## src/clzrank_pkg.sv

```systemverilog
`default_nettype none
package clzrank_pkg;

   localparam int TABLE_ENTRIES = 10;
   localparam int STEP_LIMIT    = 4095;
   localparam int WORK_WIDTH    = 64;

   localparam int NUMBER_W = 32;
   localparam int INDEX_W  = 4;
   localparam int RANK_W   = 4;
   localparam int STEPS_W  = 12;
   localparam int IDX_W    = (TABLE_ENTRIES > 1) ? $clog2(TABLE_ENTRIES) : 1;

   localparam int STEPS_FIELD_MAX = (2 ** STEPS_W) - 1;
   localparam int EFF_LIMIT_INT   = (STEP_LIMIT > STEPS_FIELD_MAX) ? STEPS_FIELD_MAX
                                                                    : STEP_LIMIT;
   localparam logic [STEPS_W-1:0] EFF_LIMIT = STEPS_W'(EFF_LIMIT_INT);

   // Largest value whose 3n+1 still fits the working width.
   localparam logic [WORK_WIDTH-1:0] WORK_MAX = '1;
   localparam logic [WORK_WIDTH-1:0] ODD_MAX  = (WORK_MAX - 1'b1) / 2'd3;

   localparam logic OP_EVAL = 1'b0;
   localparam logic OP_READ = 1'b1;

   typedef struct packed {
      logic load;
      logic advance;
   } walk_ctl_type;

   typedef struct packed {
      logic finished;
      logic wide_overflow;
      logic limit_hit;
   } walk_stat_type;

   typedef struct packed {
      logic scan;
      logic insert;
   } tbl_ctl_type;

   typedef struct packed {
      logic             admit;
      logic [IDX_W-1:0] pos;
   } scan_res_type;

endpackage
`default_nettype wire

```

## src/clzrank_ifs.sv

```systemverilog
`default_nettype none
interface clzrank_req_if;
   import clzrank_pkg::*;
   logic                valid;
   logic                ready;
   logic                op;
   logic [NUMBER_W-1:0] value;
   logic [INDEX_W-1:0]  index;

   modport source (output valid, output op, output value, output index, input ready);
   modport sink   (input valid, input op, input value, input index, output ready);
endinterface

interface clzrank_rsp_if;
   import clzrank_pkg::*;
   logic                valid;
   logic                ready;
   logic [STEPS_W-1:0]  steps;
   logic                admitted;
   logic [RANK_W-1:0]   rank;
   logic                wide_overflow;
   logic                limit_hit;
   logic [NUMBER_W-1:0] entry_number;
   logic [STEPS_W-1:0]  entry_steps;

   modport source (output valid, output steps, output admitted, output rank,
                   output wide_overflow, output limit_hit, output entry_number,
                   output entry_steps, input ready);
   modport sink   (input valid, input steps, input admitted, input rank,
                   input wide_overflow, input limit_hit, input entry_number,
                   input entry_steps, output ready);
endinterface
`default_nettype wire

```

## src/clzrank_walk.sv

```systemverilog
`default_nettype none
module clzrank_walk
   import clzrank_pkg::*;
(
   input  wire logic                clock,
   input  wire walk_ctl_type        ctl,
   input  wire logic [NUMBER_W-1:0] load_value,
   output walk_stat_type            stat,
   output logic [STEPS_W-1:0]       count
);

   logic [WORK_WIDTH-1:0] n_ff, n_in;
   logic [STEPS_W-1:0]    count_ff, count_in;
   logic [WORK_WIDTH-1:0] triple;
   logic                  at_one, at_limit, odd_over;

   // The one shared step unit: either 3n+1 or a halving each cycle while advancing and not finished.
   assign triple   = {n_ff[WORK_WIDTH-2:0], 1'b0} + n_ff + {{(WORK_WIDTH-1){1'b0}}, 1'b1};
   assign at_one   = (n_ff[WORK_WIDTH-1:1] == '0);
   assign at_limit = (count_ff >= EFF_LIMIT);
   assign odd_over = n_ff[0] && (n_ff > ODD_MAX);

   assign stat.finished      = at_one || at_limit || odd_over;
   assign stat.limit_hit     = !at_one && at_limit;
   assign stat.wide_overflow = !at_one && !at_limit && odd_over;
   assign count              = count_ff;

   always_comb begin
      n_in     = n_ff;
      count_in = count_ff;
      if (ctl.load) begin
         n_in     = WORK_WIDTH'(load_value);
         count_in = '0;
      end else if (ctl.advance && !stat.finished) begin
         n_in     = n_ff[0] ? triple : {1'b0, n_ff[WORK_WIDTH-1:1]};
         count_in = count_ff + 1'b1;
      end
   end

   always_ff @(posedge clock) begin
      n_ff     <= n_in;
      count_ff <= count_in;
   end

endmodule
`default_nettype wire

```

## src/clzrank_table.sv

```systemverilog
`default_nettype none
module clzrank_table
   import clzrank_pkg::*;
(
   input  wire logic                clock,
   input  wire logic                reset,
   input  wire tbl_ctl_type         ctl,
   input  wire logic [STEPS_W-1:0]  count,
   input  wire logic [NUMBER_W-1:0] new_number,
   input  wire logic [INDEX_W-1:0]  rd_index,
   output scan_res_type             scan_res,
   output logic [NUMBER_W-1:0]      rd_number,
   output logic [STEPS_W-1:0]       rd_steps
);

   logic [NUMBER_W-1:0] num_ff [TABLE_ENTRIES];
   logic [NUMBER_W-1:0] num_in [TABLE_ENTRIES];
   logic [STEPS_W-1:0]  len_ff [TABLE_ENTRIES];
   logic [STEPS_W-1:0]  len_in [TABLE_ENTRIES];
   scan_res_type        scan_ff, scan_in;
   logic                dup, found;
   logic [IDX_W-1:0]    pos;

   // Lengths are kept strictly descending, so the entries longer than the
   // new count form a prefix and the first shorter one is the insert point.
   always_comb begin
      dup   = 1'b0;
      found = 1'b0;
      pos   = '0;
      for (int i = 0; i < TABLE_ENTRIES; i++) begin
         if (len_ff[i] == count) begin
            dup = 1'b1;
         end
         if (!found && !(len_ff[i] > count)) begin
            found = 1'b1;
            pos   = IDX_W'(i);
         end
      end
      scan_in = scan_ff;
      if (ctl.scan) begin
         scan_in.admit = !dup && (count > len_ff[TABLE_ENTRIES-1]);
         scan_in.pos   = pos;
      end
   end

   always_comb begin
      for (int i = 0; i < TABLE_ENTRIES; i++) begin
         num_in[i] = num_ff[i];
         len_in[i] = len_ff[i];
         if (ctl.insert) begin
            if (IDX_W'(i) == scan_ff.pos) begin
               num_in[i] = new_number;
               len_in[i] = count;
            end else if ((i > 0) && (IDX_W'(i) > scan_ff.pos)) begin
               num_in[i] = num_ff[(i > 0) ? i - 1 : 0];
               len_in[i] = len_ff[(i > 0) ? i - 1 : 0];
            end
         end
      end
   end

   // Ranks past the end of the table read as an empty entry.
   always_comb begin
      rd_number = '0;
      rd_steps  = '0;
      for (int i = 0; i < TABLE_ENTRIES; i++) begin
         if (32'(rd_index) == i) begin
            rd_number = num_ff[i];
            rd_steps  = len_ff[i];
         end
      end
   end

   assign scan_res = scan_ff;

   always_ff @(posedge clock) begin
      if (reset) begin
         for (int i = 0; i < TABLE_ENTRIES; i++) begin
            num_ff[i] <= '0;
            len_ff[i] <= '0;
         end
         scan_ff <= '0;
      end else begin
         for (int i = 0; i < TABLE_ENTRIES; i++) begin
            num_ff[i] <= num_in[i];
            len_ff[i] <= len_in[i];
         end
         scan_ff <= scan_in;
      end
   end

endmodule
`default_nettype wire

```

## src/collatz_length_top_ranker.sv

```systemverilog
// Channel    Direction  Beat contents
// req_chan   in         op, value, index
// rsp_chan   out        steps, admitted, rank, wide_overflow, limit_hit,
//                       entry_number, entry_steps
//
// An evaluate beat is loaded, walks the shared step unit (one Collatz step per
// cycle) until it finishes, scans the table, then inserts and posts the result.
// A read beat posts the addressed entry. Both post once the output is free.
// Synchronous reset clears the whole ranking table at once; no clearing pass.
// A stalled result waits in the output register; the next request beat is
// taken meanwhile, and the sequencer holds before posting its own result.
`default_nettype none
module collatz_length_top_ranker
   import clzrank_pkg::*;
(
   input  wire logic   clock,
   input  wire logic   reset,
   clzrank_req_if.sink   req_chan,
   clzrank_rsp_if.source rsp_chan
);

   typedef enum logic [4:0] {
      ST_IDLE  = 5'b00001,
      ST_WALK  = 5'b00010,
      ST_READ  = 5'b00100,
      ST_SCAN  = 5'b01000,
      ST_WRITE = 5'b10000
   } state_type;

   state_type           state_ff, state_in;
   logic [NUMBER_W-1:0] value_ff, value_in;
   logic [INDEX_W-1:0]  index_ff, index_in;
   logic                ovf_ff, ovf_in;
   logic                hit_ff, hit_in;

   logic                rsp_valid_ff, rsp_valid_in;
   logic [STEPS_W-1:0]  steps_ff, steps_in;
   logic                admitted_ff, admitted_in;
   logic [RANK_W-1:0]   rank_ff, rank_in;
   logic                wovf_ff, wovf_in;
   logic                lhit_ff, lhit_in;
   logic [NUMBER_W-1:0] enum_ff, enum_in;
   logic [STEPS_W-1:0]  esteps_ff, esteps_in;

   walk_ctl_type        walk_ctl;
   walk_stat_type       walk_stat;
   logic [STEPS_W-1:0]  count;
   tbl_ctl_type         tbl_ctl;
   scan_res_type        scan_res;
   logic [NUMBER_W-1:0] rd_number;
   logic [STEPS_W-1:0]  rd_steps;
   logic                req_beat, out_free, admit;

   assign req_beat = req_chan.valid && req_chan.ready;
   assign out_free = !rsp_valid_ff || rsp_chan.ready;
   assign admit    = scan_res.admit && !ovf_ff && !hit_ff;

   clzrank_walk u_walk (
      .clock      (clock),
      .ctl        (walk_ctl),
      .load_value (req_chan.value),
      .stat       (walk_stat),
      .count      (count)
   );

   clzrank_table u_table (
      .clock      (clock),
      .reset      (reset),
      .ctl        (tbl_ctl),
      .count      (count),
      .new_number (value_ff),
      .rd_index   (index_ff),
      .scan_res   (scan_res),
      .rd_number  (rd_number),
      .rd_steps   (rd_steps)
   );

   always_comb begin
      state_in       = state_ff;
      value_in       = value_ff;
      index_in       = index_ff;
      ovf_in         = ovf_ff;
      hit_in         = hit_ff;
      walk_ctl       = '0;
      tbl_ctl        = '0;
      rsp_valid_in   = rsp_valid_ff && !rsp_chan.ready;
      steps_in       = steps_ff;
      admitted_in    = admitted_ff;
      rank_in        = rank_ff;
      wovf_in        = wovf_ff;
      lhit_in        = lhit_ff;
      enum_in        = enum_ff;
      esteps_in      = esteps_ff;

      unique case (state_ff)
         ST_IDLE: begin
            if (req_beat) begin
               value_in      = req_chan.value;
               index_in      = req_chan.index;
               ovf_in        = 1'b0;
               hit_in        = 1'b0;
               walk_ctl.load = (req_chan.op == OP_EVAL);
               state_in      = (req_chan.op == OP_READ) ? ST_READ : ST_WALK;
            end
         end
         ST_WALK: begin
            walk_ctl.advance = 1'b1;
            if (walk_stat.finished) begin
               ovf_in   = walk_stat.wide_overflow;
               hit_in   = walk_stat.limit_hit;
               state_in = ST_SCAN;
            end
         end
         ST_SCAN: begin
            tbl_ctl.scan = 1'b1;
            state_in     = ST_WRITE;
         end
         ST_WRITE: begin
            if (out_free) begin
               tbl_ctl.insert = admit;
               rsp_valid_in   = 1'b1;
               steps_in       = count;
               admitted_in    = admit;
               rank_in        = admit ? RANK_W'(scan_res.pos) : '0;
               wovf_in        = ovf_ff;
               lhit_in        = hit_ff;
               enum_in        = '0;
               esteps_in      = '0;
               state_in       = ST_IDLE;
            end
         end
         ST_READ: begin
            if (out_free) begin
               rsp_valid_in = 1'b1;
               steps_in     = '0;
               admitted_in  = 1'b0;
               rank_in      = '0;
               wovf_in      = 1'b0;
               lhit_in      = 1'b0;
               enum_in      = rd_number;
               esteps_in    = rd_steps;
               state_in     = ST_IDLE;
            end
         end
         default: begin
            state_in = ST_IDLE;
         end
      endcase
   end

   always_ff @(posedge clock) begin
      if (reset) begin
         state_ff     <= ST_IDLE;
         rsp_valid_ff <= 1'b0;
      end else begin
         state_ff     <= state_in;
         rsp_valid_ff <= rsp_valid_in;
      end
      value_ff    <= value_in;
      index_ff    <= index_in;
      ovf_ff      <= ovf_in;
      hit_ff      <= hit_in;
      steps_ff    <= steps_in;
      admitted_ff <= admitted_in;
      rank_ff     <= rank_in;
      wovf_ff     <= wovf_in;
      lhit_ff     <= lhit_in;
      enum_ff     <= enum_in;
      esteps_ff   <= esteps_in;
   end

   assign req_chan.ready         = (state_ff == ST_IDLE);
   assign rsp_chan.valid         = rsp_valid_ff;
   assign rsp_chan.steps         = steps_ff;
   assign rsp_chan.admitted      = admitted_ff;
   assign rsp_chan.rank          = rank_ff;
   assign rsp_chan.wide_overflow = wovf_ff;
   assign rsp_chan.limit_hit     = lhit_ff;
   assign rsp_chan.entry_number  = enum_ff;
   assign rsp_chan.entry_steps   = esteps_ff;

endmodule
`default_nettype wire

```

## src/flat_wrapper.sv

```systemverilog
// flat-port wrapper written by rule: the top's interface ports become plain ports
module collatz_length_top_ranker_flat import clzrank_pkg::*;
  (clock, reset, req_chan_valid, req_chan_op, req_chan_value, req_chan_index, req_chan_ready, rsp_chan_valid, rsp_chan_steps, rsp_chan_admitted, rsp_chan_rank, rsp_chan_wide_overflow, rsp_chan_limit_hit, rsp_chan_entry_number, rsp_chan_entry_steps, rsp_chan_ready);
  clzrank_req_if req_chan_i ();
  clzrank_rsp_if rsp_chan_i ();
  input  wire logic clock;
  input  wire logic reset;
  input wire logic [$bits(req_chan_i.valid)-1:0] req_chan_valid;
  input wire logic [$bits(req_chan_i.op)-1:0] req_chan_op;
  input wire logic [$bits(req_chan_i.value)-1:0] req_chan_value;
  input wire logic [$bits(req_chan_i.index)-1:0] req_chan_index;
  output wire logic [$bits(req_chan_i.ready)-1:0] req_chan_ready;
  output wire logic [$bits(rsp_chan_i.valid)-1:0] rsp_chan_valid;
  output wire logic [$bits(rsp_chan_i.steps)-1:0] rsp_chan_steps;
  output wire logic [$bits(rsp_chan_i.admitted)-1:0] rsp_chan_admitted;
  output wire logic [$bits(rsp_chan_i.rank)-1:0] rsp_chan_rank;
  output wire logic [$bits(rsp_chan_i.wide_overflow)-1:0] rsp_chan_wide_overflow;
  output wire logic [$bits(rsp_chan_i.limit_hit)-1:0] rsp_chan_limit_hit;
  output wire logic [$bits(rsp_chan_i.entry_number)-1:0] rsp_chan_entry_number;
  output wire logic [$bits(rsp_chan_i.entry_steps)-1:0] rsp_chan_entry_steps;
  input wire logic [$bits(rsp_chan_i.ready)-1:0] rsp_chan_ready;
  assign req_chan_i.valid = req_chan_valid;
  assign req_chan_i.op = req_chan_op;
  assign req_chan_i.value = req_chan_value;
  assign req_chan_i.index = req_chan_index;
  assign req_chan_ready = req_chan_i.ready;
  assign rsp_chan_valid = rsp_chan_i.valid;
  assign rsp_chan_steps = rsp_chan_i.steps;
  assign rsp_chan_admitted = rsp_chan_i.admitted;
  assign rsp_chan_rank = rsp_chan_i.rank;
  assign rsp_chan_wide_overflow = rsp_chan_i.wide_overflow;
  assign rsp_chan_limit_hit = rsp_chan_i.limit_hit;
  assign rsp_chan_entry_number = rsp_chan_i.entry_number;
  assign rsp_chan_entry_steps = rsp_chan_i.entry_steps;
  assign rsp_chan_i.ready = rsp_chan_ready;
  collatz_length_top_ranker u_core (.clock(clock), .reset(reset), .req_chan(req_chan_i), .rsp_chan(rsp_chan_i));
endmodule
```

## config.mk

```make
export PLATFORM = sky130hd
export DESIGN_NAME = collatz_length_top_ranker_flat
export DESIGN_NICKNAME = d
export VERILOG_FILES = /design/src/clzrank_pkg.sv /design/src/clzrank_ifs.sv /design/src/clzrank_walk.sv /design/src/clzrank_table.sv /design/src/collatz_length_top_ranker.sv /design/src/flat_wrapper.sv
export SDC_FILE = /design/constraint.sdc
export NUM_CORES = 2
export LEC_CHECK = 0
export BUFFER_PORTS_ARGS = -buffer_cell sky130_fd_sc_hd__buf_4
export CORE_MARGIN = 5
export CORE_UTILIZATION = 56
export CTS_CLUSTER_DIAMETER = 120
export DETAILED_ROUTE_END_ITERATION = 8
export PLACE_DENSITY = 0.82
export REMOVE_ABC_BUFFERS = 1
export SYNTH_ARGS = -nofsm -noshare
export SYNTH_HDL_FRONTEND = slang
export SYNTH_SLANG_ARGS = --single-unit
```

## constraint.sdc

```tcl
create_clock -name clock -period 4.1 [get_ports clock]
set_input_delay 0.82 -clock clock [delete_from_list [all_inputs] [get_ports clock]]
set_output_delay 0.82 -clock clock [all_outputs]
set_load 0.01 [all_outputs]
```

==> impl_metrics.ini <==
[status]
status = completed

[hold_path]
hold_class = in2reg
min_from = req_chan_value[31]
hold_end = u_core.value_ff[31]
hold_depth = 1

[timing]
timing.fmax_mhz = 277.9
final-setup-viol-count = 0
tightest_slew_ps = 1276
period_share = 0.8775
final.setup_skew_ps = 30.26
finalHoldViolCount = 0
slew_headroom = 0.1464
maxSlewViolCount = 0
period_needed_ps = 3598
tns_ps = 0
worst_slack_ps = 502.2
rsz0062_at_grt = false

[detailed_routing]
drc = 0
vias = 32290
firstDrtPassIters = 6
wire_per_inst_um = 21.98
wirelength_mm = 108.8
drtIter0Drc = 3686
drtAntennaViolNets = 0
via_per_inst = 6.522

[clock_network]
cts-root-buf = clkbuf_16
cts-resized-gates = 0
h-tree-depth = 3
numClockSinks = 628
cts_tree = yes
clk_pin_slew_ps = 60
clk-insertion-delay-late_ps = 630
cts_setup_buffers = 0
clockBufferDepth = 3
cts_buffers = 71
cts_hold_buf = 0

[floorplanning]
core_area_sq_um = 64350
die_area_sq_um = 70050
die_x_um = 264.7
fp-row-count = 93
start_util = 0.5644
ioPinCount = 106
die_h_um = 264.7

[yosys]
ys_seq_area_frac = 0.3828
synth_warnings = 0
synthArstFlopShare = 0
synth_seq_cells = 628
synthTopCellsByCount = nor2_1, dfxtp_1, a211oi_1, mux2i_1, clkbuf_1
synth_area_sq_um = 36320
synth_top_flop_cell = dfxtp_1
synth_edf_count = 133
synth_cells = 4103
synth_area_leader_cell = dfxtp_1
yosysMostFrequentCell = nor2_1
yosys-top-cells-area = dfxtp_1, mux2i_1, edfxtp_1
synth.avg_cell_area_sq_um = 8.852
synth_top_area_share = 0.2728
netlist-cell-type-count = 80

[power_and_ir_drop]
peakVddDrop_v = 0.0003640
p_total_w = 0.01612
leakagePower_nw = 13.55
powerDensity_nw_per_um2 = 400.2

[global_route]
grt_usage = 0.2956
grt_pass1_wl_mm = 170.8
antenna_found_initial = 2
grt-busiest-layer = met2
grtUsageMet2 = 0.4760
grtUsageMet3 = 0.05829
grt_max_degree = 119
grt-ovfl-total = 0
grt_pass1_vias = 31140
grtUsageMet1 = 0.3941

[place]
dp_hpwl_mm = 68.42
place_area_sq_um = 37980
io_buffer_count = 105
routabilityCongestion = 0.9488
place_ws_ps = 542.1

[final_layout]
area_growth_pct = 10.93
drive_gt1_frac = 0.08407
nNetsFinal = 4328
design_area_sq_um = 40290

[critical_path]
arrival_ps = 4160
worstPathCellList = inv_1 -> ha_1 -> nand4bb_2 -> a2111oi_2 -> a41oi_1 -> a2111o_1 -> a211oi_2 -> a2111o_1 -> a311oi_2 -> o41a_1 -> o41a_1 -> nand2_1
start_kind = flop
max_stage_delay_ps = 520
rrSetupSlack_ps = 500
cp_max_fo = 6
rr_startpoint = u_core.u_walk.n_ff[7]
cpMaxStageDelayCell = a2111o_1
crit_required_ps = 4660
reg2reg_depth = 12
endpoint_kind = flop
r2r_end = u_core.u_walk.n_ff[60]
crit_type = reg2reg

[job]
cap_violations = 0
[routing by layer]
layer | routed length, um | vias up
met5 | 0 | -
met4 | 4125 | 0
met3 | 10280 | 297
met2 | 49640 | 1661
met1 | 44800 | 15380
li1 | - | 14960
[through the flow]
step | hold WS, ps | std cells | util
global route | 379.2 | 4947 | 0.6259
global placement | 454.5 | 4819 | 0.5902
CTS | 380.0 | 4947 | 0.6259
floorplan | 442.0 | 3772 | -
detailed placement | 462.1 | 4819 | 0.5902
finish | 402.7 | 4951 | 0.6261
[logic make-up after synthesis]
logic type               Yosys count  share of synthesized area
AO/OA/AOI/OAI                   1183                     0.2196
AND/OR/NAND/NOR                 1095                     0.1349
flip-flops                       628                     0.3828
buffers and inverters            480                    0.04985
multiplexers                     402                     0.1108
adder cells (fa/ha/maj)          250                    0.08633
XOR/XNOR                          65                    0.01567
[flip-flops by register name, indices dropped and copies added (netlist names), 4 cells and up, named ones only]
name / cells
u_core.rsp_chan.entry_number: 32
u_core.value_ff: 32
u_core.u_walk.count: 12
u_core.rsp_chan.steps: 12
u_core.u_table.scan_res: 5
u_core.u_table.len_ff: 120
u_core.state_ff: 5
u_core.rsp_chan.rank: 4
u_core.u_table.num_ff: 320
u_core.rsp_chan.entry_steps: 12
u_core.index_ff: 4
u_core.u_walk.n_ff: 63
[power by group]
| group | internal (W) | switching, W | total [W] |
|---|---|---|---|
| Clock | 0.00365 | 0.00270 | 0.00635 |
| Sequential | 0.00656 | 0.000300 | 0.00686 |
| Combinational | 0.00108 | 0.00183 | 0.00291 |
| Total | 0.0113 | 0.00483 | 0.0161 |
[worst max-delay path, delay by kind of cell (launching register included)]
family,cells,cell delay [ps]
AO/OA/AOI/OAI,8,2300
flip-flops,1,450
AND/OR/NAND/NOR,2,380
adder cells (fa/ha/maj),1,290
buffers and inverters,1,130
[area by class of cell]
type	count	area, sq um
fill	5147	24060
clock inverter	29	325.3
clock buffer	99	1973
timing repair buffer	192	1624
tap	855	1070
antenna	4	10.01
sequential	628	13900
multi-input combinational	2995	20820
inverter	149	559.3
[placed cells by master (no fill, tap or decap), types with 72 or more instances in the layout]
| master | n |
|---|---|
| a211oi_1 | 402 |
| o21ai_0 | 186 |
| a22oi_1 | 126 |
| dfxtp_1 | 495 |
| clkbuf_16 | 72 |
| nand4_1 | 76 |
| buf_4 | 177 |
| ha_1 | 249 |
| inv_1 | 148 |
| mux2i_1 | 401 |
| nor2_1 | 502 |
| edfxtp_1 | 133 |
| nand2_1 | 255 |
| a21oi_1 | 219 |
[how the worst max path moves through the flow]
stage	from	endpoint	slack, ps	depth (start not counted)
final	u_core.u_walk.n_ff[7]	u_core.u_walk.n_ff[60]	500	12
after floorplan	u_core.u_table.scan_res[1]	u_core.u_table.len_ff[8][0]	-3030	6
after global routing	u_core.u_walk.n_ff[33]	u_core.u_walk.n_ff[58]	260	12
after global placement	u_core.u_walk.n_ff[6]	u_core.u_walk.n_ff[60]	620	11
after CTS	u_core.u_walk.n_ff[9]	u_core.u_walk.n_ff[60]	520	12
after detailed placement	u_core.u_walk.n_ff[9]	u_core.u_walk.n_ff[60]	540	12
No activity file was read; power rests on OpenSTA's default activity.
